[src/rtl/core/lhs_pkg.sv]
// Shared constants, types and helpers of the landmark heatmap splatter.
`timescale 1ns / 1ps
package lhs_pkg;

    localparam int MAX_WIDTH   = 128;
    localparam int MAX_HEIGHT  = 128;
    localparam int FRAC_BITS   = 6;
    localparam int MAX_RADIUS  = 15;

    localparam int STORE_DEPTH = MAX_WIDTH * MAX_HEIGHT;
    localparam int ADDR_W      = $clog2(STORE_DEPTH);
    localparam int MAX_DIM     = (MAX_WIDTH > MAX_HEIGHT) ? MAX_WIDTH : MAX_HEIGHT;
    // Window coordinates may run past the image by up to one radius.
    localparam int COORD_W     = $clog2(MAX_DIM + 2 * MAX_RADIUS + 2);
    localparam int LX_W        = COORD_W + FRAC_BITS;
    localparam int CLIP_W      = LX_W + 2;

    // Offset from pixel to landmark, squared distance and root.
    localparam int D_W         = $clog2((MAX_RADIUS + 1) << FRAC_BITS) + 1;
    localparam int Q_W         = 2 * D_W;
    localparam int SQ_IN_W     = Q_W + 16;
    localparam int ROOT_W      = SQ_IN_W / 2;
    localparam int SREM_W      = ROOT_W + 3;
    localparam int DEN_W       = ROOT_W + 1;
    localparam int DREM_W      = DEN_W + 1;
    localparam int NUM_W       = 15 + FRAC_BITS + 9;
    localparam int QUO_W       = 17;
    localparam int CNT_W       = $clog2(ROOT_W + 1);

    localparam logic [DEN_W-1:0] ONE_FX     = DEN_W'(1) << (FRAC_BITS + 8);
    localparam logic [NUM_W-1:0] NUM_BASE   = NUM_W'(32768) << (FRAC_BITS + 8);
    localparam logic [15:0]      VALUE_ONE  = 16'd32768;

    localparam logic [1:0] FUNC_CLEAR = 2'd0;
    localparam logic [1:0] FUNC_DRAW  = 2'd1;
    localparam logic [1:0] FUNC_READ  = 2'd2;

    localparam logic [1:0] CFG_RADIUS = 2'd0;
    localparam logic [1:0] CFG_WIDTH  = 2'd1;
    localparam logic [1:0] CFG_HEIGHT = 2'd2;

    localparam int QUEUE_DEPTH = 2;

    typedef enum logic [1:0] {
        OP_CLEAR,
        OP_DRAW,
        OP_READ
    } t_op;

    typedef struct packed {
        t_op                op;
        logic [LX_W-1:0]    lx;
        logic [LX_W-1:0]    ly;
        logic [ADDR_W-1:0]  addr;
        logic               rd_zero;
    } t_cmd;

    // Active dimension: the register value, capped at the store size.
    function automatic logic [COORD_W-1:0] active_dim(input logic [7:0] cfg,
                                                      input int unsigned lim);
        logic [COORD_W-1:0] v;
        v = COORD_W'(cfg);
        if (v > COORD_W'(lim)) begin
            v = COORD_W'(lim);
        end
        return v;
    endfunction

endpackage

[src/rtl/core/lhs_cmd_fifo.sv]
// Short command queue between the front end and the render engine.
`timescale 1ns / 1ps
module lhs_cmd_fifo import lhs_pkg::*; (
    input  logic  i_clk,
    input  logic  i_rst_n,
    input  logic  i_push,
    input  t_cmd  i_cmd,
    output logic  o_full,
    output logic  o_valid,
    input  logic  i_pop,
    output t_cmd  o_cmd
);

    localparam int PTR_W = $clog2(QUEUE_DEPTH);

    t_cmd               r_mem [QUEUE_DEPTH];
    logic [PTR_W-1:0]   r_wptr;
    logic [PTR_W-1:0]   r_rptr;
    logic [PTR_W:0]     r_count;

    assign o_full  = (r_count == (PTR_W+1)'(QUEUE_DEPTH));
    assign o_valid = (r_count != '0);
    assign o_cmd   = r_mem[r_rptr];

    always_ff @(posedge i_clk) begin
        if (i_push) begin
            r_mem[r_wptr] <= i_cmd;
        end
    end

    always_ff @(posedge i_clk) begin
        if (!i_rst_n) begin
            r_wptr  <= '0;
            r_rptr  <= '0;
            r_count <= '0;
        end else begin
            if (i_push) begin
                r_wptr <= (r_wptr == PTR_W'(QUEUE_DEPTH - 1)) ? '0 : r_wptr + 1'b1;
            end
            if (i_pop) begin
                r_rptr <= (r_rptr == PTR_W'(QUEUE_DEPTH - 1)) ? '0 : r_rptr + 1'b1;
            end
            r_count <= r_count + (PTR_W+1)'(i_push) - (PTR_W+1)'(i_pop);
        end
    end

endmodule

[config.mk]
export PLATFORM = sky130hd
export DESIGN_NAME = lhs_cmd_fifo
export DESIGN_NICKNAME = d
export VERILOG_FILES = /design/src/rtl/core/lhs_pkg.sv /design/src/rtl/core/lhs_cmd_fifo.sv
export SDC_FILE = /design/constraint.sdc
export NUM_CORES = 1
export LEC_CHECK = 0
export BUFFER_PORTS_ARGS = -buffer_cell sky130_fd_sc_hd__buf_2
export CELL_PAD_IN_SITES_DETAIL_PLACEMENT = 1
export CELL_PAD_IN_SITES_GLOBAL_PLACEMENT = 2
export CORE_MARGIN = 2
export CORE_UTILIZATION = 41
export CTS_CLUSTER_DIAMETER = 150
export CTS_CLUSTER_SIZE = 12
export DETAILED_ROUTE_END_ITERATION = 7
export HOLD_SLACK_MARGIN = 0.08
export PLACE_DENSITY = 0.86
export SLEW_MARGIN = 20
export SYNTH_ARGS = -nofsm -noshare
export SYNTH_HDL_FRONTEND = slang
export SYNTH_SLANG_ARGS = --single-unit
[constraint.sdc]
create_clock -name i_clk -period 6.55 [get_ports i_clk]
set_clock_uncertainty 0.05 [all_clocks]
set_input_delay 0.3275 -clock i_clk [delete_from_list [all_inputs] [get_ports i_clk]]
set_output_delay 0.3275 -clock i_clk [all_outputs]
set_load 0.02 [all_outputs]
* Word-level counts from Yosys, hierarchy flattened
Memories as Yosys holds them, arrays and structs flattened. A register that Yosys moved wholly into a read port is not among the register bits.
Cells that the tools add are included.
** Operators by class
- Div/mod/pow operators :: 0
- Bitwise gates (word level) :: 0
- Reductions and logical operators :: 1
- Order comparisons :: 0
- Shifts and indexed selects :: 0
- Multiplexer cells :: 6
- Equal/unequal tests :: 1
- $add $sub $neg :: 4
- Multiply operators :: 0
** Operator list (number)
- 2-to-1 mux 1 bit :: 6
- adder 1 bit (second input constant) :: 2
- adder 2 x 1 -> 2 bit :: 1
- == test 2 bit (second input constant) :: 1
- nonzero test 2 bit :: 1
- subtractor 2 x 1 -> 2 bit :: 1
** Word-level totals
- Latch bits :: 0
- Memories kept :: 1
- RAM bits :: 90
- Logic and storage cells :: 16
- Register bits after elaboration :: 4
- Bits in read-only memories :: 0
- Output and inout port bits :: 47
** Memory list
- r_mem :: depth 2, bits a word 45, read ports 1, clocked after Yosys merged registers in 1, wr ports 1, RTL line lhs_cmd_fifo.sv:16 : t_cmd r_mem [QUEUE_DEPTH];

* Logic depth before layout (Yosys ltp)
- Word-level depth :: 4
- Mapped depth :: 6

* Worst setup path after synthesis
Ideal clock, no wire load.
- Path kind :: input to register
- Start point :: input i_push
- End point :: memory r_mem[0][0] in the netlist's numbering (enable)
- Data required time :: 6046 ps
- Data arrival time :: 2361 ps
- Library setup time :: 454 ps
- Setup slack :: 3685 ps
- Cell stages on the path :: 1
- Cells stage by stage :: nor2b_1
** On the way
- Word-level cells in the longest chain between the ends :: 2
** Ends and longest elaborated chain
- start: declaration :: RTL line lhs_cmd_fifo.sv:6 : input logic i_push,
- 2-to-1 mux 1 bit :: RTL line lhs_cmd_fifo.sv:26 : if (i_push) begin
- 2-to-1 mux 1 bit (implied by the code) :: RTL line lhs_cmd_fifo.sv:27 : r_mem[r_wptr] <= i_cmd;
- end: declaration :: RTL line lhs_cmd_fifo.sv:16
No other way between the ends.

==> summary.txt <==
Slew headroom -> 0.448
total number of H-tree levels -> 3
distinct cell type count after synthesis -> 14
cell depth of the worst flop-to-flop path -> 2
Worst R2R Start -> r_wptr
diode count -> 0
Die Wd -> 98.7 um
Peak VDD IR -> 129 uV
syn_nets -> 212
Total GRT Usage -> 0.126
fin. max-slew vios -> 0
Via density -> 4.68
CP Max Fanout -> 45
layout-stage area growth over the synthesis result -> 19.2%
PD cells -> 279 mW/mm^2
Gate Count Post-Synth -> 161
Data required, critical path -> 6.17 ns
grt ovf -> 0
Leak Pwr -> 1.73 nW
DRC -> 0
largest net degree at the start of global routing -> 46
hold path depth -> 1
Placer Congestion -> 0.649
Placeable Area -> 0.00872 mm^2
WS Path Type -> flop to output port
number of nets with antenna violations after routing -> 0
final hold violation count -> 0
MaxCap Viol Count -> 0
Arrival @ worst endpoint -> 1.82 ns
Async SR Flop Fraction -> 0
Clock Sinks -> 95
Final min period -> 2.20 ns
hold buffer count at cts -> 0
routed wire length -> 5970 um
worst-margin pin slew -> 0.827 ns
CTS clock-pin slew for the worst setup and hold paths -> 0.09 ns
Seq cells post-synth -> 95
Initial DRC Count -> 60
maximum clock frequency -> 0.454 GHz
TritonCTS clock tree -> built
Die H -> 98.7 um
Ys Warns -> 0
share of cells above drive strength 1 -> 0.590
Final Setup Violations -> 0
worst r2r dst -> r_mem[0][14]
die area -> 0.00975 mm^2
clk_lat worst skew -> 0.33 ns
Synth Flop Type -> edfxtp_1
Final period util -> 0.336
first-pass iteration count of the detailed router -> 4
WL/cell -> 15.9 um
TritonCTS buffer count -> 9
RSZ-0062 raised after global routing -> false
Starting Density -> 0.422
setup TNS -> 0 ns
vias in the first global route -> 1872
EDFF count, synth -> 90
first-pass GRT wire length -> 9230 um
antenna violations before repair -> 0
clock root cell -> clkbuf_8
cts repair resizes -> 0
HP Class -> primary input to flop
CP startpoint kind -> flop
# IOs -> 96
Post-DP HPWL -> 4000 um
Mean Syn Cell Area -> 22.8 um^2
Hold WS -> 0.116 ns
PortBufs -> 95
Vias -> 1758
Final nets -> 314
sequential-to-total area share from yosys stat -> 0.762
Post-CTS Setup Inserts -> 0
FP Rows -> 34
status -> completed
sink of the worst hold path -> r_mem[1][7]
maximum root-to-sink buffer count -> 2
Crit. End Element -> output port
R2R Setup Slk -> 4.82 ns
hold path startpoint -> i_cmd[7]
mapped cell area -> 0.00368 mm^2
## routing by layer
layer | global-route usage | up-vias | wire, um
li1 | - | 828 | -
met1 | 0.151 | 865 | 2430
met2 | 0.214 | 55 | 3130
met3 | 0.0326 | 10 | 300
met4 | 0.0569 | 0 | 106
met5 | 0 | - | 0
## cell families (layout without fill, tap and decap cells)
group	count (synthesis)	after routing	synth area share
adders and majority gates	2	2	0.00680
muxes	45	45	0.179
and+or+nand+nor	9	9	0.0153
buffers and inverters	7	114	0.0269
DFF	95	95	0.762
AOI/OAI and AO/OA	1	1	0.00204
xor gates and xnor gates	2	2	0.00850
## flip-flops by register name, indices dropped and copies added, names as in the netlist, named ones only
name and cells:
r_mem 90, r_count 2, r_rptr 1, r_wptr 1
## final cells by class
class	count	area (um^2)
Inverter	2	7.51
Clock buffer	11	131
Tap cell	108	135
Fill cell	834	4340
Sequential cell	95	2810
Multi-Input combinational cell	59	787
Timing Repair Buffer	96	483
Clock inverter	5	35.0
## critical path, cell delays in order, from the launching register on
cell and delay [ns]:
dfxtp_4 0.90, mux2_2 0.41, buf_2 0.16
## how the worst max path moves through the flow
stage	depth (start not counted)	end	from
6_report	2	o_cmd[33]	flop
5_1_grt	2	o_cmd[33]	flop
4_1_cts	2	o_cmd[36]	flop
3_5_place_dp	3	r_mem[0][30]	i_push
3_3_place_gp	3	r_mem[0][32]	i_push
2_1_floorplan	1	r_mem[0][0]	i_push
## cells in the mapped netlist (2+ instances only)
master,count,area [um^2]
and2_1,4,25.0
buf_12,4,80.1
dfxtp_1,5,100
edfxtp_1,90,2700
ha_1,2,25.0
inv_1,2,7.51
mux2_2,5,56.3
mux2_4,40,601
nor2b_1,4,25.0
## report_power, final
part           internal, mW  total, mW  switching, mW  leakage, nW
Sequential            0.701      0.726         0.0251        0.887
Combinational        0.0878      0.172         0.0844        0.773
Clock                 0.138      0.326          0.189       0.0732
## per-stage QoR
step / instances / setup slack, ns / utilization / power, mW / area, um^2
floorplan: 161 / 3.68 / - / 0.864 / 3680
global placement: 360 / 4.67 / 0.484 / 0.911 / 4220
detailed placement: 360 / 4.64 / 0.484 / 0.916 / 4220
CTS: 376 / 4.30 / 0.503 / 1.24 / 4380
global route: 376 / 4.24 / 0.503 / 1.28 / 4390
finish: 376 / 4.35 / 0.503 / 1.22 / 4390
## cells in the final DEF, fill, tap and decap left out, types with 2 or more instances in the layout
cell        count
and2_1          3
buf_2          95
clkbuf_8        9
clkinvlp_4      3
edfxtp_1       90
inv_1           2
clkbuf_1        2
mux2_4         40
nor2b_1         3
mux2_2          5
dfxtp_1         4
ha_1            2
No activity file was read; power rests on OpenSTA's default activity.
