<file path="config.mk">
export PLATFORM = sky130hd
export DESIGN_NAME = lhs_front
export DESIGN_NICKNAME = d
export VERILOG_FILES = /design/src/rtl/core/lhs_pkg.sv /design/src/rtl/core/lhs_front.sv
export SDC_FILE = /design/constraint.sdc
export NUM_CORES = 1
export LEC_CHECK = 0
export BUFFER_PORTS_ARGS = -buffer_cell sky130_fd_sc_hd__clkbuf_2
export CAP_MARGIN = 20
export CELL_PAD_IN_SITES_DETAIL_PLACEMENT = 0
export CELL_PAD_IN_SITES_GLOBAL_PLACEMENT = 1
export CORE_MARGIN = 2
export CORE_UTILIZATION = 36
export DETAILED_ROUTE_END_ITERATION = 12
export PLACE_DENSITY = 0.95
export RECOVER_POWER = 50
export SYNTH_ARGS = -nofsm -noshare
export SYNTH_HDL_FRONTEND = slang
export SYNTH_SLANG_ARGS = --single-unit
</file>
<file path="constraint.sdc">
create_clock -name vclk -period 10.1
set_clock_uncertainty 0.2 [all_clocks]
set_input_delay 1.515 -clock vclk [all_inputs]
set_output_delay 1.515 -clock vclk [all_outputs]
set_load 0.01 [all_outputs]
</file>
<file path="src/rtl/core/lhs_pkg.sv">
// Shared constants, types and helpers of the landmark heatmap splatter.
`timescale 1ns / 1ps
package lhs_pkg;

    localparam int MAX_WIDTH   = 128;
    localparam int MAX_HEIGHT  = 128;
    localparam int FRAC_BITS   = 6;
    localparam int MAX_RADIUS  = 15;

    localparam int STORE_DEPTH = MAX_WIDTH * MAX_HEIGHT;
    localparam int ADDR_W      = $clog2(STORE_DEPTH);
    localparam int MAX_DIM     = (MAX_WIDTH > MAX_HEIGHT) ? MAX_WIDTH : MAX_HEIGHT;
    // Window coordinates may run past the image by up to one radius.
    localparam int COORD_W     = $clog2(MAX_DIM + 2 * MAX_RADIUS + 2);
    localparam int LX_W        = COORD_W + FRAC_BITS;
    localparam int CLIP_W      = LX_W + 2;

    // Offset from pixel to landmark, squared distance and root.
    localparam int D_W         = $clog2((MAX_RADIUS + 1) << FRAC_BITS) + 1;
    localparam int Q_W         = 2 * D_W;
    localparam int SQ_IN_W     = Q_W + 16;
    localparam int ROOT_W      = SQ_IN_W / 2;
    localparam int SREM_W      = ROOT_W + 3;
    localparam int DEN_W       = ROOT_W + 1;
    localparam int DREM_W      = DEN_W + 1;
    localparam int NUM_W       = 15 + FRAC_BITS + 9;
    localparam int QUO_W       = 17;
    localparam int CNT_W       = $clog2(ROOT_W + 1);

    localparam logic [DEN_W-1:0] ONE_FX     = DEN_W'(1) << (FRAC_BITS + 8);
    localparam logic [NUM_W-1:0] NUM_BASE   = NUM_W'(32768) << (FRAC_BITS + 8);
    localparam logic [15:0]      VALUE_ONE  = 16'd32768;

    localparam logic [1:0] FUNC_CLEAR = 2'd0;
    localparam logic [1:0] FUNC_DRAW  = 2'd1;
    localparam logic [1:0] FUNC_READ  = 2'd2;

    localparam logic [1:0] CFG_RADIUS = 2'd0;
    localparam logic [1:0] CFG_WIDTH  = 2'd1;
    localparam logic [1:0] CFG_HEIGHT = 2'd2;

    localparam int QUEUE_DEPTH = 2;

    typedef enum logic [1:0] {
        OP_CLEAR,
        OP_DRAW,
        OP_READ
    } t_op;

    typedef struct packed {
        t_op                op;
        logic [LX_W-1:0]    lx;
        logic [LX_W-1:0]    ly;
        logic [ADDR_W-1:0]  addr;
        logic               rd_zero;
    } t_cmd;

    // Active dimension: the register value, capped at the store size.
    function automatic logic [COORD_W-1:0] active_dim(input logic [7:0] cfg,
                                                      input int unsigned lim);
        logic [COORD_W-1:0] v;
        v = COORD_W'(cfg);
        if (v > COORD_W'(lim)) begin
            v = COORD_W'(lim);
        end
        return v;
    endfunction

endpackage

</file>
<file path="src/rtl/core/lhs_front.sv">
// Front end: accepts requests, clips landmarks and forms queue commands.
`timescale 1ns / 1ps
module lhs_front import lhs_pkg::*; (
    input  logic                i_valid,
    output logic                o_ready,
    input  logic [1:0]          i_func,
    input  logic signed [14:0]  i_mark_x,
    input  logic signed [14:0]  i_mark_y,
    input  logic [6:0]          i_read_col,
    input  logic [6:0]          i_read_row,
    input  logic [3:0]          i_radius,
    input  logic [COORD_W-1:0]  i_w_act,
    input  logic [COORD_W-1:0]  i_h_act,
    input  logic                i_full,
    input  logic                i_init_done,
    output logic                o_push,
    output t_cmd                o_cmd
);

    logic signed [CLIP_W-1:0] lx_c;
    logic signed [CLIP_W-1:0] ly_c;
    logic                     useful;

    function automatic logic signed [CLIP_W-1:0] clip(input logic signed [14:0] v,
                                                     input logic [3:0] r,
                                                     input logic [COORD_W-1:0] size);
        logic signed [CLIP_W-1:0] lo;
        logic signed [CLIP_W-1:0] hi;
        logic signed [CLIP_W-1:0] m;
        lo = $signed(CLIP_W'(r) << FRAC_BITS);
        hi = $signed((CLIP_W'(size) - CLIP_W'(r) - CLIP_W'(1)) << FRAC_BITS);
        m  = CLIP_W'(v);
        if (hi < lo) begin
            hi = lo;
        end
        if (m < lo) begin
            m = lo;
        end
        if (m > hi) begin
            m = hi;
        end
        return m;
    endfunction

    assign lx_c = clip(i_mark_x, i_radius, i_w_act);
    assign ly_c = clip(i_mark_y, i_radius, i_h_act);

    always_comb begin
        o_cmd         = '0;
        o_cmd.lx      = LX_W'(lx_c);
        o_cmd.ly      = LX_W'(ly_c);
        o_cmd.addr    = ADDR_W'(ADDR_W'(i_read_row) * ADDR_W'(MAX_WIDTH))
                        + ADDR_W'(i_read_col);
        o_cmd.rd_zero = !((COORD_W'(i_read_col) < i_w_act)
                          && (COORD_W'(i_read_row) < i_h_act));
        useful        = 1'b0;
        case (i_func)
            FUNC_CLEAR: begin
                o_cmd.op = OP_CLEAR;
                useful   = 1'b1;
            end
            FUNC_DRAW: begin
                o_cmd.op = OP_DRAW;
                // An empty image takes no pixels at all.
                useful   = (i_w_act != '0) && (i_h_act != '0);
            end
            FUNC_READ: begin
                o_cmd.op = OP_READ;
                useful   = 1'b1;
            end
            default: begin
                o_cmd.op = OP_READ;
                useful   = 1'b0;
            end
        endcase
    end

    assign o_ready = !i_full && i_init_done;
    assign o_push  = i_valid && o_ready && useful;

endmodule

</file>
# Word-level counts from Yosys, hierarchy flattened
# Cells that the tools add are included.
dict set report totals {
  output_inout_bits 47
  in_bits 69
  regBits 0
  elab_cells 34
}
dict set report classes {
  n_addsub 5
  reduce_logical 11
  magnitude_cmp 8
  eq_ne 2
  n_mux 8
}
# operator n
set op_table {}
lappend op_table {{2-to-1 mux 16 bit} 4}
lappend op_table {{greater-than comparator 16 bit} 2}
lappend op_table {{< comparator 16 x 11 -> 1 bit} 2}
lappend op_table {{< comparator 15 x 11 -> 1 bit} 2}
lappend op_table {{2-to-1 mux 14 bit} 2}
lappend op_table {{subtractor 9 x 2 -> 10 bit, second input constant} 2}
lappend op_table {{subtractor 8 x 4 -> 9 bit} 2}
lappend op_table {{< comparator 7 x 8 -> 1 bit} 2}
lappend op_table {{nonzero test 8 bit} 2}
lappend op_table {{adder 14 x 7 -> 14 bit} 1}
lappend op_table {{logical AND 1 bit} 5}
lappend op_table {{one-hot mux 2 bit (2 select lines)} 1}
lappend op_table {{equality test 2 x 1 -> 1 bit, second input constant} 1}
lappend op_table {{equality test 2 bit, second input constant} 1}
lappend op_table {{logical NOT 1 bit} 2}
lappend op_table {{logical NOT 2 bit} 1}
lappend op_table {{one-hot mux 1 bit (2 select lines)} 1}
lappend op_table {{OR reduction 2 bit} 1}

# Depth between registers and ports, before layout
# Gate-level depths: netlist of the first run.
dict set report logic_depth {
  word_depth 6
  ltp_mapped 25
  mapped_depth_nobuf 24
}

# Worst setup path after synthesis of the first run
# OpenSTA, ideal clock, no wires.
dict set report synth_timing {
  kind {input-to-output}
  from {input i_h_act[0]}
  to {output o_cmd[24] (netlist name)}
  slack_ns 1.962
  path_stages 23
  arrival_ns 6.423
  path_cell_list {inv_1 -> ha_1 -> inv_1 -> fa_1 -> xnor2_1 -> nand3_1 -> xnor2_1 -> ha_1 -> o21a_1 -> a2111oi_4 -> a21boi_1 -> ha_1 -> clkbuf_1 -> inv_1 -> and3_1 -> mux2i_1 -> ha_1 -> a211o_1 -> nor3_1 -> a211o_1 -> a31oi_1 -> buf_2 -> mux2i_1}
}
# element line
set synth_lines {}
lappend synth_lines {{start, declared} lhs_front.sv:13} ;# input logic [COORD_W-1:0] i_h_act,
lappend synth_lines {{end, declared} lhs_front.sv:17} ;# output t_cmd o_cmd

==> results of run 1 <==
## synthesized netlist by cell type, drive strengths merged (6+ instances only)
cell type	count	share of area (%)
mux2i	25	8.8
nand4	6	1.3
a21o	12	3.2
buf	18	4.6
ha	60	26
o31ai	7	1.8
nand3	7	1.2
nor4	9	2.0
nor3	6	1.1
xnor2	13	4.0
nor3b	6	1.6
o21ai	19	3.3
a211oi	7	1.8
o21a	8	2.1
and2	8	1.9
or3	6	1.5
nand2b	18	3.9
inv	37	4.9
nor2b	10	2.2
a21oi	17	3.0
nor2	30	3.9
nand2	10	1.3
## path summary, 6_finish.rpt
| path | cells after the start | end | start | slack (ns) |
|---|---|---|---|---|
| min | 2 | o_cmd[1] | i_read_col[0] | 3.03 |
| max | 23 | o_cmd[21] | i_radius[0] | 0.93 |
## metal layers
layer	track usage, %	vias to the layer above	wire, um
met5	0	-	0
li1	-	1590	-
met1	22.1	1416	3570
met3	0.322	2	212
met2	35.1	59	4210
met4	1.10	0	42
## cells by family after synthesis
kind of cell | count (synthesis)
xor+xnor | 15
buf+inv | 61
mux | 30
compound gates | 88
simple gates | 130
fa+ha+maj | 62
## area by class of cell
cell class                      instances  share of cell area [%]
Timing Repair Buffer                  118                    16.6
Tap cell                              102                    3.75
Inverter                               38                    4.20
Multi-Input combinational cell        325                    75.5
## metrics by stage
stage | worst slack, ns | hold slack [ns] | cells | power [mW]
2_1_floorplan | 1.96 | 2.88 | 386 | 0.194
3_3_place_gp | 1.45 | 3.03 | 583 | 0.271
3_5_place_dp | 1.21 | 3.03 | 583 | 0.275
4_1_cts | 1.20 | 3.03 | 583 | 0.277
5_1_grt | 0.426 | 3.04 | 583 | 0.310
6_report | 0.925 | 3.03 | 583 | 0.274
## power breakdown
part	internal (mW)	switching, mW
Sequential	0	0
Combinational	0.120	0.153
Clock	0	0
Total	0.120	0.153
## worst max-delay path, delay by kind of cell
kind | cells | cell delay, ns
AO/OA/AOI/OAI | 6 | 1.69
XOR/XNOR | 2 | 0.70
AND/OR/NAND/NOR | 3 | 0.48
adder cells (fa/ha/maj) | 5 | 1.60
buffers and inverters | 5 | 1.13
multiplexers | 2 | 0.31
==> run metrics, run 1 <==
outcome completed; setup tns final 0 ns; mux contribution to synthesized area 10.7%; filler instances 842; period utilization 90.8%; Die ar. 8660 sq um; global-route wire length before repair 12900 um; routability cong. 0.891; post_cts resized 0; Max Clk Rate 109 MHz; cell mode on critical path ha_1; Die Y 93.1 um; Placed Area 3430 sq um; share of cells above drive strength 1 23.1%; Via Count 3067; fin. max-slew vios 0; RSZ-0062 raised after global routing false; Critical-path top delay cell a31oi_1; setup violators final 0; Hold Crit Class primary input to output pin; Synth Area in Simple Gates 25.5%; WL final 8040 um; vias in the first global route 2926; syn_nets 517; mean post-synth cell area 7.40 sq um; sequential cell count 0; commonest non-fill, non-tap cells in the layout 94 x clkbuf_2, 60 x ha_1, 37 x inv_1; max-cap violations 0; initial antenna violation count 0; 1st-pass router iterations 4; sequential area share after synthesis 0%; cell area after synthesis 2860 sq um; DRC violations left 0; vias per inst 5.26; post-CTS setup buffers 0; largest net degree at the start of global routing 16; Worst Tran Pin Value 0.801 ns; Core Region 7690 sq um; PwrDens 80.5 nW/um^2; startpoint types primary input; Distinct cells, synth 53; maximum vdd ir drop 0.0413 mV; xor-xnor portion of the synthesized cell area 4.60%; largest family of logic cells by synthesized area adder cells; Max transition margin 46.1%; Total GRT Usage 17.7%; WL/cell 13.8 um; GR Overflow Total 0; Post-Synth Adder-Cell Area 27.7%; data required time of the critical path 8.39 ns; Placement Rows 32; synth warn 0; Setup CP Type primary input to output pin; DRT antenna net count 0; Lkg Pwr 1.76 nW; CP arrival 7.46 ns; die width 93.1 um; Hold Vio Cnt, Final 0; dpl hpwl 7130 um; post-synthesis compound-gate area fraction 21.3%; area of the multi-input gates 2560 sq um; clock buffer count 0; # IOs 116; violation count after the first detailed-route iteration 88; area grow syn2layout 19.0%; Finished Cell Area 3400 sq um; commonest non-fill, non-tap cell in the layout clkbuf_2; Port Buffers 116; synthesized instance count 386; nets 614; Reg area 0 sq um; cts hold-fix bufs 0; worst path cell trace clkbuf_1 > ha_1 > inv_1 > fa_1 > xnor2_1 > nand3_1 > xnor2_1 > ha_1 > o21a_1 > a2111oi_4 > a21boi_1 > ha_1 > inv_1 > and3_1 > mux2i_1 > ha_1 > a211o_1 > nor3_1 > a211o_1 > a31oi_1 > buf_4 > mux2i_1 > clkbuf_2; final core utilization 44.2%; diode count 0; Tmin final 9.17 ns; CP max stage delay 0.62 ns; initial core utilization 37.2%; Crit Path Max Fanout 10; Crit. End Element output pin
(Power assumes the default switching activity.)
==> run 2: changes to the inputs <==
--- a/config.mk
+++ b/config.mk
@@ -10,9 +10,9 @@
 export CELL_PAD_IN_SITES_DETAIL_PLACEMENT = 0
 export CELL_PAD_IN_SITES_GLOBAL_PLACEMENT = 1
 export CORE_MARGIN = 2
-export CORE_UTILIZATION = 36
+export CORE_UTILIZATION = 32
 export DETAILED_ROUTE_END_ITERATION = 12
-export PLACE_DENSITY = 0.95
+export PLACE_DENSITY = 0.91
 export RECOVER_POWER = 50
 export SYNTH_ARGS = -nofsm -noshare
 export SYNTH_HDL_FRONTEND = slang
==> constraint.sdc (replaced) <==
create_clock -name vclk -period 8.2
set_clock_uncertainty 0.2 [all_clocks]
set_input_delay 1.23 -clock vclk [all_inputs]
set_output_delay 1.23 -clock vclk [all_outputs]
set_load 0.01 [all_outputs]
==> run metrics, run 2 (same netlist as run 1, synthesis figures left out) <==
violation count after the first detailed-route iteration 93; filler instances 946; RSZ-0062 raised after global routing false; Critical-path top delay cell fa_1; share of cells above drive strength 1 24.0%; PwrDens 100 nW/um^2; diode count 0; CP max stage delay 0.44 ns; Reg area 0 sq um; initial antenna violation count 0; Core Region 8680 sq um; commonest non-fill, non-tap cell in the layout clkbuf_2; Max transition margin 41.8%; startpoint types primary input; Hold Vio Cnt, Final 0; cts hold-fix bufs 0; cell mode on critical path ha_1; commonest non-fill, non-tap cells in the layout 95 x clkbuf_2, 60 x ha_1, 37 x inv_1; outcome completed; dpl hpwl 7520 um; largest net degree at the start of global routing 16; data required time of the critical path 6.77 ns; Power Total 0.345 mW; part of the power in registers 0%; routability cong. 0.912; Crit. End Element output pin; 1st-pass router iterations 4; Tmin final 7.78 ns; area grow syn2layout 20.3%; Total GRT Usage 16.8%; setup tns final 0 ns; Switching Fraction 55.7%; Via Count 3125; Comb power frac 100.0%; DRT antenna net count 0; nets 616; Crit Path Max Fanout 10; vias per inst 5.29; Pint 0.153 mW; clock buffer count 0; Placement Rows 34; WL/cell 14.3 um; # IOs 116; clock share of power 0%; worst path cell trace clkbuf_2 > ha_1 > inv_1 > fa_1 > xnor2_2 > nand3_1 > xnor2_1 > ha_1 > o21a_1 > a2111oi_4 > a21boi_1 > ha_1 > inv_1 > and3_1 > mux2i_1 > ha_1 > a211o_1 > nor3_1 > a211o_1 > a31oi_1 > buf_4 > mux2i_1 > clkbuf_2; initial core utilization 32.9%; Lkg Pwr 1.78 nW; Max Clk Rate 129 MHz; GR Overflow Total 0; Die Y 98.5 um; CP arrival 6.35 ns; Setup CP Type primary input to output pin; WL final 8440 um; Psw 0.192 mW; sequential cell count 0; DRC violations left 0; Hold Crit Class primary input to output pin; max-cap violations 0; Worst Tran Pin Value 0.865 ns; setup violators final 0; global-route wire length before repair 14200 um; Die ar. 9700 sq um; vias in the first global route 3162; period utilization 94.8%; Port Buffers 116; fin. max-slew vios 0; maximum vdd ir drop 0.0520 mV; die width 98.5 um
[run 2: layer usage]
layer	up-vias	GRT usage (%)	part of all wire, %	wire length (um)
met3	10	0.496	4.0	337
met4	0	2.32	1.1	89
met1	1443	21.1	43	3650
li1	1594	-	-	-
met2	78	32.5	52	4370
met5	-	0	0	0
[run 2: path summary, 6_finish.rpt]
path	slack [ns]	depth (start not counted)	to	from
max	0.42	23	o_cmd[23]	i_radius[0]
min	2.46	2	o_cmd[8]	i_read_row[0]
[run 2: power by group through the flow]
stage	Clock, mW	Sequential (mW)	Combinational [mW]
after floorplan	0	0	0.239
after global placement	0	0	0.340
after detailed placement	0	0	0.346
after CTS	0	0	0.348
after global routing	0	0	0.391
final	0	0	0.345
[run 2: what timing repair did]
item | in CTS | in global routing
gates resized for setup | 0 | 2
buffers inserted | 0 | 0
setup endpoints to repair | 0 | 19
[run 2: critical path, delay by kind of cell]
| kind | cells | cell delay [ns] |
|---|---|---|
| and+or+nand+nor | 3 | 0.44 |
| muxes | 2 | 0.30 |
| adders and majority gates | 5 | 1.59 |
| buffers and inverters | 5 | 0.85 |
| AOI/OAI and AO/OA | 6 | 1.33 |
| xor gates and xnor gates | 2 | 0.59 |
[run 2: layout make-up]
type | count | area [sq um] | share of cell area (%)
multi-input combinational | 325 | 2580 | 75.0
timing repair buffer | 120 | 581 | 16.9
inverter | 38 | 143 | 4.15
tap | 108 | 135 | 3.93
[run 2: stage by stage]
stage               hold slack (ns)  area, sq um  setup WS [ns]  cells  util, %
finish                         2.46         3440          0.423    591     39.6
global route                   2.47         3440         0.0372    591     39.6
CTS                            2.46         3450          0.341    591     39.8
detailed placement             2.46         3450          0.345    591     39.8
global placement               2.46         3450          0.549    591     39.8
floorplan                      2.31         2860          0.632    386        -
==> run 3: changes to the inputs <==
--- a/config.mk
+++ b/config.mk
@@ -5,15 +5,17 @@
 export SDC_FILE = /design/constraint.sdc
 export NUM_CORES = 1
 export LEC_CHECK = 0
+export ABC_AREA = 1
 export BUFFER_PORTS_ARGS = -buffer_cell sky130_fd_sc_hd__clkbuf_2
 export CAP_MARGIN = 20
 export CELL_PAD_IN_SITES_DETAIL_PLACEMENT = 0
 export CELL_PAD_IN_SITES_GLOBAL_PLACEMENT = 1
-export CORE_MARGIN = 2
-export CORE_UTILIZATION = 32
+export CORE_MARGIN = 3
+export CORE_UTILIZATION = 31
 export DETAILED_ROUTE_END_ITERATION = 12
-export PLACE_DENSITY = 0.91
+export PLACE_DENSITY = 0.92
 export RECOVER_POWER = 50
+export SLEW_MARGIN = 20
 export SYNTH_ARGS = -nofsm -noshare
 export SYNTH_HDL_FRONTEND = slang
 export SYNTH_SLANG_ARGS = --single-unit
==> run metrics, run 3 <==
diode count 0; Power Total 0.314 mW; max-cap violations 0; part of the power in registers 0%; cell area after synthesis 3070 sq um; data required time of the critical path 6.77 ns; commonest non-fill, non-tap cell in the layout nand2_1; die width 105 um; DRC violations left 0; WL final 8630 um; startpoint types primary input; share of cells above drive strength 1 21.0%; Setup CP Type primary input to output pin; maximum vdd ir drop 0.0278 mV; routability cong. 0.813; Lkg Pwr 2.18 nW; post-CTS setup buffers 0; Cells after DPL 767; Hold Vio Cnt, Final 0; period utilization 91.2%; Pint 0.117 mW; setup violators final 0; CP arrival 6.05 ns; dpl hpwl 7710 um; WL/cell 11.2 um; initial antenna violation count 0; top-count cell post-synth nand2_1; Crit. End Element output pin; PwrDens 86.9 nW/um^2; Max transition margin 63.5%; Core Region 9420 sq um; RSZ-0062 raised after global routing false; Psw 0.198 mW; sequential cell count 0; Via Count 3639; vias in the first global route 3437; DRT antenna net count 0; area grow syn2layout 17.8%; hold depth 2; Layout Cells excl Fill 767; filler instances 1082; global-route wire length before repair 14900 um; Hold Crit Class primary input to output pin; Worst Tran Pin Value 0.547 ns; nets 771; synth top area cells ha_1 24%, nand2_1 19%, inv_1 9.8%; clock share of power 0%; setup tns final 0 ns; cell mode on critical path inv_1; synthesized instance count 546; Critical-path top delay cell fa_1; 1st-pass router iterations 4; Distinct cells, synth 37; clock buffer count 0; outcome completed; Crit Path Max Fanout 12; worst slack, placed 0.555 ns; syn_nets 677; largest net degree at the start of global routing 16; vias per inst 4.74; Die ar. 11100 sq um; Comb power frac 100.0%; synth warn 0; Hold Crit Start i_read_row[0]; Reg area 0 sq um; Placement Rows 35; Synth top cells by count 157 x nand2_1, 80 x inv_1, 60 x ha_1; initial core utilization 32.6%; Switching Fraction 62.9%; commonest non-fill, non-tap cells in the layout 157 x nand2_1, 94 x clkbuf_2, 80 x inv_1; Tmin final 7.48 ns; slack of the critical path 0.722 ns; Die Y 105 um; sequential area share after synthesis 0%; CP max stage delay 0.48 ns; Synth top area share 24.5%; Total GRT Usage 15.1%; Crit. Startpoint i_h_act[0]; # IOs 116; fin. max-slew vios 0; Max Clk Rate 134 MHz; post-synth top area cell ha_1; violation count after the first detailed-route iteration 115; GR Overflow Total 0; mean post-synth cell area 5.62 sq um; Port Buffers 116
## run 3: cell count changes after synthesis, moves of 18 or more
| cell | change |
|---|---|
| mux2i_1 | -25 |
| nand3_1 | +38 |
| nand2b_1 | -18 |
| nor2_1 | +20 |
| nand2_1 | +147 |
| inv_1 | +43 |
## run 3: what timing repair did
action | CTS | global route
setup endpoints to repair | 0 | 4
hold endpoints to repair | 0 | 0
gates resized for setup | 0 | 1
hold buffers | 0 | 0
## run 3: stage by stage
step	instance area, sq um	hold slack, ns	utilization (%)
final	3610	2.46	38.4
after floorplan	3070	2.31	-
after detailed placement	3630	2.47	38.6
after global placement	3630	2.46	38.6
after global routing	3610	2.47	38.4
after CTS	3630	2.47	38.6
## run 3: cell families (layout without fill, tap and decap cells)
group	after synthesis	count (layout)	share of synthesized area (%)
adders and majority gates	62	62	25.8
xor gates and xnor gates	2	2	0.816
buffers and inverters	113	205	16.6
AOI/OAI and AO/OA	73	73	13.8
and+or+nand+nor	296	296	43.0
## run 3: critical path: cells and delay by family
family          cells  cell delay [ns]
simple gates       11             0.87
compound gates      6             1.01
buf+inv             9             1.14
fa+ha+maj           6             1.77
## run 3: worst paths after layout
| check | to | slack (ns) |
|---|---|---|
| max | o_cmd[24] | 0.72 |
| min | o_cmd[8] | 2.46 |
## run 3: area by class of cell
cell class                      instances  area [sq um]  area share [%]
Multi-Input combinational cell        433          2570            71.0
Timing Repair Buffer                  116           553            15.3
Inverter                               89           334            9.24
Tap cell                              129           161            4.47
## run 3: power by group through the flow
stage | sequential [mW] | clock (mW) | combinational [mW]
finish | 0 | 0 | 0.314
CTS | 0 | 0 | 0.317
detailed placement | 0 | 0 | 0.315
global placement | 0 | 0 | 0.307
floorplan | 0 | 0 | 0.229
global route | 0 | 0 | 0.362
## run 3: metal layers
layer  part of all wire, %  up-vias  track usage (%)
li1                      -     1942                -
met1                    50     1569             22.0
met2                    44      126             25.9
met4                 0.093        0           0.0937
met3                   6.3        2            0.796
met5                     0        -                0
